`config.mk`:
```
export PLATFORM = sky130hd
export DESIGN_NAME = hs_pick
export DESIGN_NICKNAME = d
export VERILOG_FILES = /design/src/rtl/hs_pkg.sv /design/src/rtl/hs_pick.sv
export SDC_FILE = /design/constraint.sdc
export NUM_CORES = 1
export LEC_CHECK = 0
export ABC_AREA = 1
export BUFFER_PORTS_ARGS = -buffer_cell sky130_fd_sc_hd__buf_2
export CORE_MARGIN = 5
export CORE_UTILIZATION = 40
export DETAILED_ROUTE_END_ITERATION = 8
export PLACE_DENSITY = 0.69
export SYNTH_ARGS = -nofsm -noshare
export SYNTH_HDL_FRONTEND = slang
export SYNTH_SLANG_ARGS = --single-unit
```
`constraint.sdc`:
```
create_clock -name vclk -period 11.5
set_clock_uncertainty 0.05 [all_clocks]
set_input_delay 2.3 -clock vclk [all_inputs]
set_output_delay 2.3 -clock vclk [all_outputs]
set_load 0.01 [all_outputs]
```
`src/rtl/hs_pkg.sv`:
```
`default_nettype none
// ----------------------------------------------------------------------------
// Heap sort package
// Shared sizes and the stored record layout for the heap sort block.
// ----------------------------------------------------------------------------
package hs_pkg;

   localparam int DEPTH  = 64;
   localparam int IDX_W  = $clog2(DEPTH);
   localparam int CNT_W  = $clog2(DEPTH + 1);
   localparam int CHD_W  = IDX_W + 2;
   localparam int KEY_W  = 32;
   localparam int PROB_W = 64;
   localparam int FAC_W  = 16;

   typedef struct packed {
      logic signed [KEY_W-1:0] key;
      logic [PROB_W-1:0]       prob;
      logic [FAC_W-1:0]        fac2;
      logic [FAC_W-1:0]        fac1;
      logic [FAC_W-1:0]        fac0;
   } rec_type;

   typedef struct packed {
      logic take;
      logic right;
   } pick_type;

endpackage
`default_nettype wire

```
`src/rtl/hs_pick.sv`:
```
`default_nettype none
// ----------------------------------------------------------------------------
// Heap sort child picker
// Shared compare unit for one sift-down level: decides whether the held record
// moves down, and toward which child. The left child is tested first.
// ----------------------------------------------------------------------------
module hs_pick
   import hs_pkg::*;
(
   input  wire logic signed [KEY_W-1:0] held_key,
   input  wire logic signed [KEY_W-1:0] left_key,
   input  wire logic signed [KEY_W-1:0] right_key,
   input  wire logic                    left_ok,
   input  wire logic                    right_ok,
   output pick_type                     pick
);

   logic                    left_win;
   logic signed [KEY_W-1:0] best_key;

   always_comb begin
      left_win   = left_ok && (left_key > held_key);
      best_key   = left_win ? left_key : held_key;
      pick.right = right_ok && (right_key > best_key);
      pick.take  = left_win || pick.right;
   end

endmodule
`default_nettype wire
```
==> results.md <==
* Endpoints failing setup at 0
* Die ar. at 7290 µm²
* Sequential cell count at 0
* Fin. Hold Viols at 0
* Fin util at 50.8%
* Syn avg cell area at 5.77 µm²
* Placed cell count at 555
* Least-Margin Pin Slew at 0.804 ns
* Register area share after synthesis at 0%
* Vias in the first global route at ~2.4k
* Syn. warnings at 0
* Crit path largest cell delay at 0.64 ns
* Worst hold slack at 5.05 ns
* Crit path required time at 9.15 ns
* Clk_buf instances at 0
* Status: complete, no violations
* Synthesized area at 2270 µm²
* Routed WL at between 6000 and 7000 µm
* Vias per cell at roughly 4.8
* Sequential share of power at 0%
* FMAX at between 0.1 and 0.15 GHz
* # IOs at 100
* Post-CTS setup buffer count at 0
* Nets at 647
* Highest Signal Layer: met4
* Crit end category: output port
* Pwr dens at 44.1 nW/µm²
* DRC at 0
* CP Launch Type: input port
* Max Slew Vio Count at 0
* Total power at 0.123 mW
* Core area at 5510 µm²
* Global-route usage over all layers at 16.0%
* Syn_nets at 556
* Comb pwr share at 100.0%
* Sw Share at 57.8%
* Wire length on met2 at between 3000 and 4000 µm
* CP cell instances: buf_2 -> inv_1 -> ha_1 -> nand2_1 -> nor2_2 -> nand2_1 -> nor2_2 -> a21boi_2 -> buf_4 -> nand3_4 -> nand2_1 -> nand2_1 -> ha_1 -> nand4_1 -> inv_1 -> nand2_1 -> nor3_1 -> a41oi_1 -> nand3_1 -> nand2_1 -> buf_2
* Pin count of the biggest net entering global routing at 34
* Die W at 85.4 µm
* Leakage Power at between 1.5 and 2 nW
* GRT overflow at 0
* Starting density of the core at about two fifths
* Post-DP Area at 2800 µm²
* Cell at the slowest stage of the critical path: a21boi_2
* Bufs and invs on worst path at 5
* N_diodes at 0
* Vias at 2640
* Synth unique cells at 21
* Number of port buffers at 100
* CP delay by family, top: simple AND/OR/NAND/NOR gates
* Reg area at 0 µm²
* Setup TNS at 0 ns
* Met3 wire len at 346 µm
* Layout filler cell count at 630
* Area growth syn-to-layout at 23.0%
* Worst slack at placement at between 2 and 3 ns
* Drt wl/cell at approximately 11 µm
* Slew HR at 46.1%
* Int Pwr at 0.0520 mW
* RD Place Congestion at 0.821
* Final Instance Area at about 2800 µm²
* Crit-path max FO at 33
* Max-cap viol count at 0
* Cell count after synthesis at 394
* DR pass1 iterations at 4
* Share of layout cells above drive strength 1 at 22.4%
* M1 WL at 2810 µm
* Worst Path Arrival at approximately 6.2 ns
* Psw at 0.0713 mW
* Cell Rows at 27
* WS Path Type: in -> out
* HPWL after detailed placement at 5510 µm
* Final worst path period share at 74.3%
* Cts hold-fix bufs at 0
* Die H at 85.4 µm
* Peak supply drop at 17.8 µV
* Hold Crit Class: in -> out
* Cts repair resizes at 0
* Initial DRC count at 55
* Critical Path Most Common Cell: nand2_1
* RSZ-0062 raised after global routing: false
* First-pass GRT wire length at between 10000 and 15000 µm
* Final WS setup at just under 3 ns
* Antenna Nets Post-Route at 0
* Clock share of power at 0%
* Multi-input gate area at approximately 1900 µm²
* Tmin final at 8.54 ns
* Initial antenna violation count at 0
* Non-Filler Instances at 555
[cell usage in the layout, fill, tap and decap left out]
master	count
a41oi_1	1
o21a_1	3
nor3_1	2
nor2_1	18
a21oi_1	28
a21oi_2	1
nand3_2	1
nand3_4	1
a21o_1	1
ha_1	64
nand2_2	1
buf_2	100
o21ai_0	7
buf_4	1
nand2_1	128
nor2_2	2
nand3_1	6
a21boi_2	1
nand4_1	36
inv_1	81
[final cells by class]
type	instances	area share, %
tap	72	3.22
timing repair buffer	101	18.2
multi-input combinational	301	67.7
inverter	81	10.9
[metal layers]
metal	track usage, %	up-vias
met5	0	-
met4	0.432	0
met3	1.65	2
met2	29.7	66
met1	20.8	1109
li1	-	1463
[cells in the mapped netlist]
| library cell | number | area share, % |
|---|---|---|
| buf_6 | 3 | 1.5 |
| nand2_1 | 128 | 21 |
| ha_1 | 64 | 35 |
| nand3_2 | 1 | 0.44 |
| nand3_4 | 1 | 0.77 |
| inv_1 | 81 | 13 |
| nor2_1 | 18 | 3.0 |
| a21oi_1 | 28 | 6.2 |
| nor2_2 | 2 | 0.55 |
| nand3_1 | 6 | 1.3 |
| a21o_1 | 1 | 0.33 |
| a21oi_2 | 1 | 0.39 |
| a21boi_2 | 1 | 0.50 |
| clkbuf_1 | 3 | 0.50 |
| nand2_2 | 1 | 0.28 |
| a41oi_1 | 1 | 0.39 |
| o21a_1 | 3 | 0.99 |
| nand4_1 | 36 | 9.9 |
| nor3_1 | 2 | 0.44 |
| buf_2 | 6 | 1.3 |
| o21ai_0 | 7 | 1.5 |
[tightest hold or removal path, delay by kind of cell]
kind            cells  cell delay, ns
buf+inv             4            0.32
simple gates        1            0.12
compound gates      1            0.06
[logic make-up (layout without fill, tap and decap cells)]
family,count (synthesis),after routing,share of synthesized area (%)
and+or+nand+nor,195,195,37.8
buffers and inverters,93,182,16.7
adders and majority gates,64,64,35.2
AOI/OAI and AO/OA,42,42,10.3
[power groups by stage]
| stage | sequential, mW | clock, mW | combinational [mW] |
|---|---|---|---|
| floorplan | 0 | 0 | 0.0878 |
| finish | 0 | 0 | 0.123 |
| global route | 0 | 0 | 0.144 |
| global placement | 0 | 0 | 0.121 |
| CTS | 0 | 0 | 0.125 |
| detailed placement | 0 | 0 | 0.124 |
[final timing paths]
kind	start	cells after the start	endpoint
setup / recovery	held_key[31]	21	pick[1]
hold / removal	right_ok	6	pick[0]
Power figures use the tool's default switching activity.
